**src/button_debounce_press_detect_unit_macros.svh**
```systemverilog
// Assertion macros shared by the button debounce and press detect modules.
`ifndef BUTTON_DEBOUNCE_PRESS_DETECT_UNIT_MACROS_SVH
`define BUTTON_DEBOUNCE_PRESS_DETECT_UNIT_MACROS_SVH

`ifndef SYNTH

// Same-cycle implication, checked outside reset.
`define DBP_ASSERT_NOW(lbl, clk_s, rstn_s, ante, cons) \
  lbl: assert property (@(posedge clk_s) disable iff (!(rstn_s)) (ante) |-> (cons)) \
    else $error("dbp assertion failed");

// Next-cycle implication, checked outside reset.
`define DBP_ASSERT_NXT(lbl, clk_s, rstn_s, ante, cons) \
  lbl: assert property (@(posedge clk_s) disable iff (!(rstn_s)) (ante) |=> (cons)) \
    else $error("dbp assertion failed");

`else

`define DBP_ASSERT_NOW(lbl, clk_s, rstn_s, ante, cons)
`define DBP_ASSERT_NXT(lbl, clk_s, rstn_s, ante, cons)

`endif

`endif

```
**src/dbp_pkg.sv**
```systemverilog
// Package with configuration types and constants for the button debouncer.
package dbp_pkg;

  localparam int CFG_W     = 16;
  localparam int CFG_IDX_W = 1;

  typedef enum logic [CFG_IDX_W-1:0] {
    REG_DEBOUNCE_TICKS   = 1'b0,
    REG_LONG_PRESS_TICKS = 1'b1
  } cfg_idx_t;

  localparam logic [CFG_W-1:0] DEBOUNCE_RESET   = 16'd50;
  localparam logic [CFG_W-1:0] LONG_PRESS_RESET = 16'd1000;

  typedef struct packed {
    logic [CFG_W-1:0] debounce_ticks;
    logic [CFG_W-1:0] long_press_ticks;
  } cfg_t;

  typedef struct packed {
    logic deb;
    logic press;
    logic lng;
  } lane_res_t;

endpackage

```
**src/dbp_cfg.sv**
```systemverilog
// Configuration register file for the button debouncer.
module dbp_cfg (
  input  logic                          clk,
  input  logic                          rst_n,
  input  logic                          cfg_we,
  input  logic [dbp_pkg::CFG_IDX_W-1:0] cfg_addr,
  input  logic [dbp_pkg::CFG_W-1:0]     cfg_wdata,
  output dbp_pkg::cfg_t                 cfg
);
  import dbp_pkg::*;

  cfg_t cfg_r;
  cfg_t cfg_nxt;

  always_comb begin
    cfg_nxt = cfg_r;
    if (cfg_we) begin
      unique case (cfg_idx_t'(cfg_addr))
        REG_DEBOUNCE_TICKS:   cfg_nxt.debounce_ticks   = cfg_wdata;
        REG_LONG_PRESS_TICKS: cfg_nxt.long_press_ticks = cfg_wdata;
        default:              cfg_nxt = cfg_r;
      endcase
    end
  end

  always_ff @(posedge clk) begin
    if (!rst_n) begin
      cfg_r.debounce_ticks   <= DEBOUNCE_RESET;
      cfg_r.long_press_ticks <= LONG_PRESS_RESET;
    end else begin
      cfg_r <= cfg_nxt;
    end
  end

  assign cfg = cfg_r;

endmodule

```
**src/dbp_lane.sv**
```systemverilog
// Per-button debounce state and press / long-press detection.
`include "button_debounce_press_detect_unit_macros.svh"

module dbp_lane #(
  parameter int TICK_BITS = 16
) (
  input  logic                 clk,
  input  logic                 rst_n,
  input  logic                 adv,
  input  logic                 raw,
  input  logic                 take_press,
  input  logic                 take_long,
  input  dbp_pkg::cfg_t        cfg,
  output dbp_pkg::lane_res_t   res
);
  import dbp_pkg::*;

  localparam int CMP_W = (TICK_BITS > CFG_W) ? TICK_BITS : CFG_W;

  logic                 last_raw_r, last_raw_nxt;
  logic [TICK_BITS-1:0] cnt_r, cnt_nxt;
  logic                 deb_r, deb_nxt;
  logic                 pt_r, pt_nxt;
  logic                 lt_r, lt_nxt;

  logic                 changed;
  logic [TICK_BITS-1:0] cnt_inc;
  logic                 follow;
  logic                 clr;
  logic                 pt_mid, lt_mid;
  logic                 pev, lev;

  always_comb begin
    changed = (raw != last_raw_r);
    cnt_inc = (cnt_r == '1) ? cnt_r : cnt_r + TICK_BITS'(1);
    cnt_nxt = changed ? '0 : cnt_inc;
    follow  = !changed &&
              (CMP_W'(cnt_inc) >= CMP_W'(cfg.debounce_ticks));
    // Flags clear when the level is confirmed while the old debounced level is low.
    clr     = follow && !deb_r;
    deb_nxt = follow ? raw : deb_r;
    pt_mid  = clr ? 1'b0 : pt_r;
    lt_mid  = clr ? 1'b0 : lt_r;
    pev     = take_press && deb_nxt && !pt_mid;
    lev     = take_long && deb_nxt && !lt_mid &&
              (CMP_W'(cnt_nxt) > CMP_W'(cfg.long_press_ticks));
    pt_nxt  = pt_mid | pev;
    lt_nxt  = lt_mid | lev;
    last_raw_nxt = raw;
  end

  always_ff @(posedge clk) begin
    if (!rst_n) begin
      last_raw_r <= 1'b0;
      cnt_r      <= '0;
      deb_r      <= 1'b0;
      pt_r       <= 1'b0;
      lt_r       <= 1'b0;
    end else if (adv) begin
      last_raw_r <= last_raw_nxt;
      cnt_r      <= cnt_nxt;
      deb_r      <= deb_nxt;
      pt_r       <= pt_nxt;
      lt_r       <= lt_nxt;
    end
  end

  assign res.deb   = deb_nxt;
  assign res.press = pev;
  assign res.lng   = lev;

  `DBP_ASSERT_NOW(a_press_needs_level, clk, rst_n, adv && pev, deb_nxt)
  `DBP_ASSERT_NXT(a_change_holds_level, clk, rst_n, adv && changed, deb_r == $past(deb_r))
  `DBP_ASSERT_NXT(a_press_marks_taken, clk, rst_n, adv && pev, pt_r)
  `DBP_ASSERT_NOW(a_long_needs_count, clk, rst_n, adv && lev, !changed && cnt_nxt != '0)

endmodule

```
**src/button_debounce_press_detect_unit.sv**
```systemverilog
// Top level of the four-button debouncer with press and long-press detection.
//
// Each input item is one millisecond tick. in_tdata carries the raw button
// levels, a mask of presses taken now and a mask of long presses taken now.
// Each tick yields exactly one result item on the out_ channel: the debounced
// levels after the tick, and the press and long-press events newly reported.
// The input item is held in an input register; a single pass of per-button
// compare and saturating-increment logic then loads the result register and
// updates the button state, and the result register drives out_tvalid and
// out_tdata; one item per cycle is sustained while out_tready is high. When
// the receiver stalls, the result stays in the output register and the input
// register still takes one more item; in_tready then falls until the result
// is taken. Reset (rst_n low, synchronous) clears all button state, empties
// both registers and loads debounce_ticks = 50 and long_press_ticks = 1000.
// Registers are written through cfg_we / cfg_addr / cfg_wdata; the user must
// write them only while the block is idle, and the block itself does not
// enforce this.
`include "button_debounce_press_detect_unit_macros.svh"

module button_debounce_press_detect_unit #(
  parameter int BUTTONS   = 4,
  parameter int TICK_BITS = 16
) (
  input  logic                              clk,
  input  logic                              rst_n,
  // in_tdata: raw_levels, take_press, take_long (lowest bits first), zero pad
  input  logic [((3*BUTTONS+7)/8)*8-1:0]    in_tdata,
  input  logic                              in_tvalid,
  output logic                              in_tready,
  // out_tdata: debounced_levels, press_events, long_events (lowest first), zero pad
  output logic [((3*BUTTONS+7)/8)*8-1:0]    out_tdata,
  output logic                              out_tvalid,
  input  logic                              out_tready,
  input  logic                              cfg_we,
  input  logic [dbp_pkg::CFG_IDX_W-1:0]     cfg_addr,
  input  logic [dbp_pkg::CFG_W-1:0]         cfg_wdata
);
  import dbp_pkg::*;

  localparam int DATA_W = 3 * BUTTONS;
  localparam int BUS_W  = ((DATA_W + 7) / 8) * 8;

  cfg_t cfg;

  logic               s1_valid_r, s1_valid_nxt;
  logic [BUTTONS-1:0] s1_raw_r, s1_tp_r, s1_tl_r;
  logic               out_valid_r, out_valid_nxt;
  logic [BUTTONS-1:0] out_deb_r, out_pev_r, out_lev_r;
  logic [BUTTONS-1:0] deb_nxt, pev_nxt, lev_nxt;
  logic               adv;
  logic               in_acc;

  dbp_cfg u_cfg (
    .clk       (clk),
    .rst_n     (rst_n),
    .cfg_we    (cfg_we),
    .cfg_addr  (cfg_addr),
    .cfg_wdata (cfg_wdata),
    .cfg       (cfg)
  );

  genvar g;
  generate
    for (g = 0; g < BUTTONS; g++) begin : g_lane
      lane_res_t res;
      dbp_lane #(.TICK_BITS(TICK_BITS)) u_lane (
        .clk        (clk),
        .rst_n      (rst_n),
        .adv        (adv),
        .raw        (s1_raw_r[g]),
        .take_press (s1_tp_r[g]),
        .take_long  (s1_tl_r[g]),
        .cfg        (cfg),
        .res        (res)
      );
      assign deb_nxt[g] = res.deb;
      assign pev_nxt[g] = res.press;
      assign lev_nxt[g] = res.lng;
    end
  endgenerate

  // The input register drains whenever the result register is free or being read.
  assign adv       = s1_valid_r && (!out_valid_r || out_tready);
  assign in_tready = !s1_valid_r || adv;
  assign in_acc    = in_tvalid && in_tready;

  always_comb begin
    s1_valid_nxt  = in_acc ? 1'b1 : (adv ? 1'b0 : s1_valid_r);
    out_valid_nxt = adv ? 1'b1 : (out_tready ? 1'b0 : out_valid_r);
  end

  always_ff @(posedge clk) begin
    if (!rst_n) begin
      s1_valid_r  <= 1'b0;
      out_valid_r <= 1'b0;
    end else begin
      s1_valid_r  <= s1_valid_nxt;
      out_valid_r <= out_valid_nxt;
    end
  end

  always_ff @(posedge clk) begin
    if (in_acc) begin
      s1_raw_r <= in_tdata[BUTTONS-1:0];
      s1_tp_r  <= in_tdata[2*BUTTONS-1:BUTTONS];
      s1_tl_r  <= in_tdata[3*BUTTONS-1:2*BUTTONS];
    end
    if (adv) begin
      out_deb_r <= deb_nxt;
      out_pev_r <= pev_nxt;
      out_lev_r <= lev_nxt;
    end
  end

  assign out_tvalid = out_valid_r;
  assign out_tdata  = BUS_W'({out_lev_r, out_pev_r, out_deb_r});

  `DBP_ASSERT_NOW(a_ready_when_empty, clk, rst_n, !s1_valid_r, in_tready)
  `DBP_ASSERT_NOW(a_stall_blocks_input, clk, rst_n, s1_valid_r && out_valid_r && !out_tready, !in_tready)
  `DBP_ASSERT_NXT(a_adv_fills_output, clk, rst_n, adv, out_valid_r)

endmodule
```
**config.mk**
```make
export PLATFORM = sky130hd
export DESIGN_NAME = button_debounce_press_detect_unit
export DESIGN_NICKNAME = d
export VERILOG_FILES = /design/src/dbp_pkg.sv /design/src/dbp_cfg.sv /design/src/dbp_lane.sv /design/src/button_debounce_press_detect_unit.sv
export VERILOG_INCLUDE_DIRS = /design/src /design/src/src
export SDC_FILE = /design/constraint.sdc
export NUM_CORES = 1
export LEC_CHECK = 0
export BUFFER_PORTS_ARGS = -buffer_cell sky130_fd_sc_hd__buf_2
export CORE_ASPECT_RATIO = 1.1
export CORE_MARGIN = 2
export CORE_UTILIZATION = 35
export CTS_CLUSTER_DIAMETER = 120
export DETAILED_ROUTE_END_ITERATION = 7
export REMOVE_ABC_BUFFERS = 1
export SLEW_MARGIN = 5
export SYNTH_ARGS = -nofsm -noshare
export SYNTH_HDL_FRONTEND = slang
export SYNTH_HIERARCHICAL = 1
export SYNTH_SLANG_ARGS = --single-unit
```
**constraint.sdc**
```tcl
create_clock -name clk -period 9.95 [get_ports clk]
set_input_delay 1.99 -clock clk [delete_from_list [all_inputs] [get_ports clk]]
set_output_delay 1.99 -clock clk [all_outputs]
set_load 0.02 [all_outputs]
```
* Yosys cells after proc, flatten, opt, wreduce, memory -nomap -nowiden
Cells that the tools add are included.
** Word-level totals
- Bits in registers :: 138
- Input bits :: 38
- Output and inout port bits :: 18
- Logic and storage cells :: 137
** Operators by class
- Add/sub/neg operators :: 4
- Magnitude comparators :: 8
- Equality and inequality tests :: 8
- Mux-type cells :: 24
- Bitwise gates (word level) :: 9
- Reduce and logical (&&, ||, !) cells :: 54
** Operators with widths (count)
- $mux 16 :: 8
- $add 16x1->16 const B :: 4
- $eq 16x16->1 const B :: 4
- $ge 16x16->1 :: 4
- $gt 16x16->1 :: 4
- $logic_and 1x1->1 :: 30
- $logic_not 1->1 :: 18
- $mux 1 :: 16
- $or 1x1->1 :: 8
- $ne 1x1->1 :: 4
- $reduce_and 2->1 :: 2
- $reduce_bool 2->1 :: 2
- $logic_or 1x1->1 :: 2
- $not 1->1 :: 1

* Depth between registers and ports, before layout
- Word-level depth :: 10
- Gate-level depth with buffers :: 16
- Mapped depth without buffers :: 13

* Modules after synthesis
The synthesis kept the hierarchy.
** Modules (own cells, without submodules)
- dbp_lane (g_lane[0].u_lane ...) :: times used 2, cells an instance 304, area an instance 2283.4 µm², sequential area each 400.4 µm²
- dbp_lane (g_lane[1].u_lane) :: times used 1, cells an instance 301, area an instance 2275.9 µm², sequential area each 400.4 µm²
- dbp_lane (g_lane[3].u_lane) :: times used 1, cells an instance 307, area an instance 2257.2 µm², sequential area each 400.4 µm²
- dbp_cfg :: times used 1, cells an instance 133, area an instance 1258.7 µm², sequential area each 640.6 µm²
- button_debounce_press_detect_unit :: times used 1, cells an instance 38, area an instance 858.3 µm², sequential area each 760.7 µm²

* Worst setup path after synthesis
Ideal clock, no wire load.
- Path type :: input -> output
- Start :: in out_tready
- End :: out in_tready
- Arrival time :: 2.161 ns
- Required time :: 7.960 ns
- Path slack :: 5.799 ns
- Cell stages on the path :: 1
- Path buffers :: 0
- Cell sequence :: nand3b_4
** Between the ends
- Longest elaborated chain between the ends :: 3
** Ends and longest elaborated chain
- start, declared :: line button_debounce_press_detect_unit.sv:33 : input logic out_tready,
- $logic_or 1x1->1 :: line button_debounce_press_detect_unit.sv:83 : assign adv = s1_valid_r && (!out_valid_r || out_tready);
- $logic_and 1x1->1 :: line button_debounce_press_detect_unit.sv:83
- $logic_or 1x1->1 :: line button_debounce_press_detect_unit.sv:84 : assign in_tready = !s1_valid_r || adv;
- end, declared :: line button_debounce_press_detect_unit.sv:29 : output logic in_tready,
No other way between the ends.

* Final worst setup path
Ends and elaborated chain as after synthesis.

==> flow_summary.toml <==
[status]
run_status = "completed"

[setup_path]
critical_path.endpoint_type = "primary output"
cp-startpoint = "out_tready"
rr_startpoint = "g_lane[3].u_lane/cnt_r[0]"
cp_common_cell = "sky130_fd_sc_hd__buf_2"
worst_ep_required_time_ns = 7.96
largest_incremental_delay_on_the_critical_path_ns = 0.16
crit_path_end = "in_tready"
crit_type = "input pin to primary output"
crit_chain = "buf_2 > nand3b_4 > buf_2"
timing.rr.end = "g_lane[3].u_lane/lt_r"
reg2reg_setup_slack_ns = 6.05
critical_path.max_fanout = 2
dominant_delay_contributor_by_cell_family_on_the_critical_path = "buffers and inverters"
setup.worst_path.start_class = "input pin"
worstRegToRegCells = 13
critical_path.n_buffers_inverters = 2
timing.critical_path.depth = 3
arrival_ns = 2.42
cp_slowest_cell = "sky130_fd_sc_hd__buf_2"

[clock_network]
clk-insertion-delay-late_ns = 0.42
cts_hold_repair.buffers = 0
clock_tree.buffer_depth = 2
post_cts_buffers = 0
clock_buffer_count_from_cts = 17
clk_pin_slew_ns = 0.06
h-tree-depth = 4
cts_num_sinks = 138
cts-resized-gates = 0
clock-root-buffer = "sky130_fd_sc_hd__clkbuf_16"
tritoncts = "built"

[synth]
synth.yosys.warnings = 6
ys_async_sr_fraction_pct = 0
synth_area_per_cell_um2 = 8.09
compound_gate_portion_of_the_synthesized_area_pct = 18.1
ys_types = 84
synth.cell_area_um2 = 11200
largest_family_of_logic_cells_by_synthesized_area = "simple AND/OR/NAND/NOR gates"
yosys_register_bits = 138
synth_edf_count = 24
yosys.area_share.adder_pct = 14.7
post_synth_mux_area_share_pct = 3.03
synth-simple-area-share_pct = 24.5
synth_largest_type_area_fraction_pct = 20.3
synthesis.instances = 1387
yosys.area.top_type = "sky130_fd_sc_hd__dfxtp_1"
synth_xor_area_share_pct = 4.06
yosysSeqAreaShare_pct = 26.8
synth_most_common_cell = "sky130_fd_sc_hd__nand2_1"
synth.cells.most_frequent = "158 x sky130_fd_sc_hd__nand2_1, 156 x sky130_fd_sc_hd__inv_1, 132 x sky130_fd_sc_hd__ha_1, 114 x sky130_fd_sc_hd__dfxtp_1, 71 x sky130_fd_sc_hd__a21oi_1"
synth_area_leaders = "sky130_fd_sc_hd__dfxtp_1 20%, sky130_fd_sc_hd__ha_1 15%, sky130_fd_sc_hd__edfxtp_1 6.4%"
ys.flop_type = "sky130_fd_sc_hd__dfxtp_1"

[finish]
ff_latch_area_um2 = 3000
final_core_utilization_pct = 39.1
fill_cells = 3235
areaGrowthSynthToFinish_pct = 9.73
design.final.nets = 1558
layout-drive-gt1-share_pct = 9.49
multi_input_comb_area_um2 = 7250

[drt]
route.met2.wl_um = 14000
detail_route.vias_per_cell = 5.30
total_met3_wirelength_after_detailed_routing_um = 900
drt-pass1-iter-count = 5
wl_met1_um = 13700
top_layer = "met4"
drtIter0Drc = 612
ant_nets = 0
drc_errors = 0
detailroute.via_count = 9659
wire_per_inst_um = 16.2
wl_um = 29600

[power]
internal_power_mw = 1.07
combPwrFrac_pct = 10.9
power.density_nw_per_um2 = 119
register_share_of_total_power_pct = 41.6
p_leak_nw = 5.47
netSwitchingPower_mw = 0.394
power.share.switching_pct = 26.9
clock_power_share_pct = 47.5
vdd.ir_drop.worst_v = 0.0000826

[timing]
timing.slew.headroom_pct = 47.0
setup_viol_count_final = 0
final-hold-violation-count = 0
final.setup.tns_ns = 0
highest_clock_frequency_the_design_can_meet_mhz = 227
timing.clock.skew_ns = 0.00827
rsz0062_at_grt = "no"
final_min_period_over_clock_period_pct = 44.3
maxSlewViolCount = 0
timing_worst_slew_pin_value_ns = 0.795
layout_min_cycle_time_ns = 4.41

[global_routing]
globalRouteTotalUtil_pct = 17.8
grt_overflow_total = 0
antenna_found_initial = 1
first_pass_grt_wire_length_um = 47500
first_global_vias = 9221
grt_start_max_net_pins = 72

[floorplan]
placeableCoreArea_um2 = 31500
initial_utilization_pct = 35.6
die_h_um = 192
fp-row-count = 68
die_area_um2 = 33500
number_of_primary_i_o_pins = 56
chipWidth_um = 175

[placed_design]
gp_routability_congestion = 0.904
post-dp-hpwl_um = 21500
buffer_ports.inserted = 47

[hold_path]
min_path_type = "register to register"

[job]
max-cap-violations = 0
-- stage by stage --
| stage | hold slack [ns] | power, mW | setup WS [ns] | instance area (µm²) | std cells |
|---|---|---|---|---|---|
| 6_report | 0.461 | 1.47 | 5.54 | 12300 | 1822 |
| 3_5_place_dp | 0.450 | 0.782 | 5.54 | 11700 | 1789 |
| 3_3_place_gp | 0.441 | 0.778 | 5.54 | 11700 | 1789 |
| 5_1_grt | 0.478 | 1.53 | 5.52 | 12300 | 1822 |
| 2_1_floorplan | 0.436 | 0.714 | 2.87 | 10800 | 1313 |
| 4_1_cts | 0.464 | 1.48 | 5.54 | 12300 | 1821 |
-- placed cells by master (no fill, tap or decap), types with 13 or more instances in the layout --
| master | instances |
|---|---|
| sky130_fd_sc_hd__clkbuf_16 | 18 |
| sky130_fd_sc_hd__a21oi_1 | 70 |
| sky130_fd_sc_hd__and3_1 | 29 |
| sky130_fd_sc_hd__o21a_1 | 33 |
| sky130_fd_sc_hd__nand3b_1 | 15 |
| sky130_fd_sc_hd__nand2b_1 | 15 |
| sky130_fd_sc_hd__dfxtp_1 | 114 |
| sky130_fd_sc_hd__nor3_1 | 43 |
| sky130_fd_sc_hd__and2_1 | 52 |
| sky130_fd_sc_hd__nand4_1 | 44 |
| sky130_fd_sc_hd__o21ai_1 | 13 |
| sky130_fd_sc_hd__xnor2_1 | 47 |
| sky130_fd_sc_hd__nand2_1 | 158 |
| sky130_fd_sc_hd__o21ai_0 | 42 |
| sky130_fd_sc_hd__a21boi_0 | 20 |
| sky130_fd_sc_hd__nor2b_1 | 14 |
| sky130_fd_sc_hd__nand3_1 | 45 |
| sky130_fd_sc_hd__inv_1 | 156 |
| sky130_fd_sc_hd__buf_2 | 46 |
| sky130_fd_sc_hd__mux2i_1 | 34 |
| sky130_fd_sc_hd__ha_1 | 132 |
| sky130_fd_sc_hd__edfxtp_1 | 24 |
| sky130_fd_sc_hd__nor2_1 | 42 |
-- cell families after synthesis --
family	after synthesis
AO/OA/AOI/OAI	286
XOR/XNOR	52
adder cells (fa/ha/maj)	132
buffers and inverters	233
flip-flops	138
multiplexers	34
other	1
AND/OR/NAND/NOR	511
-- metal layers --
layer	global-route usage [%]	vias to the layer above
li1	-	4885
met1	22.5	4547
met2	30.8	181
met3	2.51	46
met4	6.70	0
met5	0	-
-- power by group through the flow --
stage	sequential [mW]	clock [mW]	combinational, mW
6_report	0.610	0.696	0.160
2_1_floorplan	0.610	0	0.104
3_5_place_dp	0.623	0	0.160
5_1_grt	0.611	0.736	0.182
3_3_place_gp	0.622	0	0.156
4_1_cts	0.610	0.710	0.161
-- cell type report --
cell class | instances | share of cell area, %
multi-input combinational | 1019 | 58.9
timing repair buffer | 56 | 2.48
clock inverter | 9 | 1.08
inverter | 156 | 4.76
clock buffer | 23 | 4.06
antenna | 1 | 0.0203
tap | 420 | 4.27
sequential | 138 | 24.4
-- worst min path at each step --
| stage | startpoint | to | cells after the start |
|---|---|---|---|
| after global placement | g_lane[0].u_lane/lt_r | g_lane[0].u_lane/lt_r | 1 |
| after floorplan | g_lane[0].u_lane/lt_r | g_lane[0].u_lane/lt_r | 1 |
| after detailed placement | g_lane[0].u_lane/pt_r | g_lane[0].u_lane/pt_r | 1 |
| final | g_lane[0].u_lane/pt_r | g_lane[0].u_lane/pt_r | 1 |
| after global routing | g_lane[3].u_lane/lt_r | g_lane[3].u_lane/lt_r | 1 |
| after CTS | g_lane[0].u_lane/pt_r | g_lane[0].u_lane/pt_r | 1 |
-- sequential cells by signal, indices dropped and copies added, names as in the netlist --
name                      cells
g_lane.u_lane/cnt_r          64
u_cfg/cfg                    32
g_lane.u_lane/deb_r           4
g_lane.u_lane/last_raw_r      4
g_lane.u_lane/lt_r            4
g_lane.u_lane/pt_r            4
out_deb_r                     4
out_lev_r                     4
out_pev_r                     4
s1_raw_r                      4
s1_tl_r                       4
s1_tp_r                       4
out_tvalid                    1
s1_valid_r                    1
(Power assumes the default switching activity.)
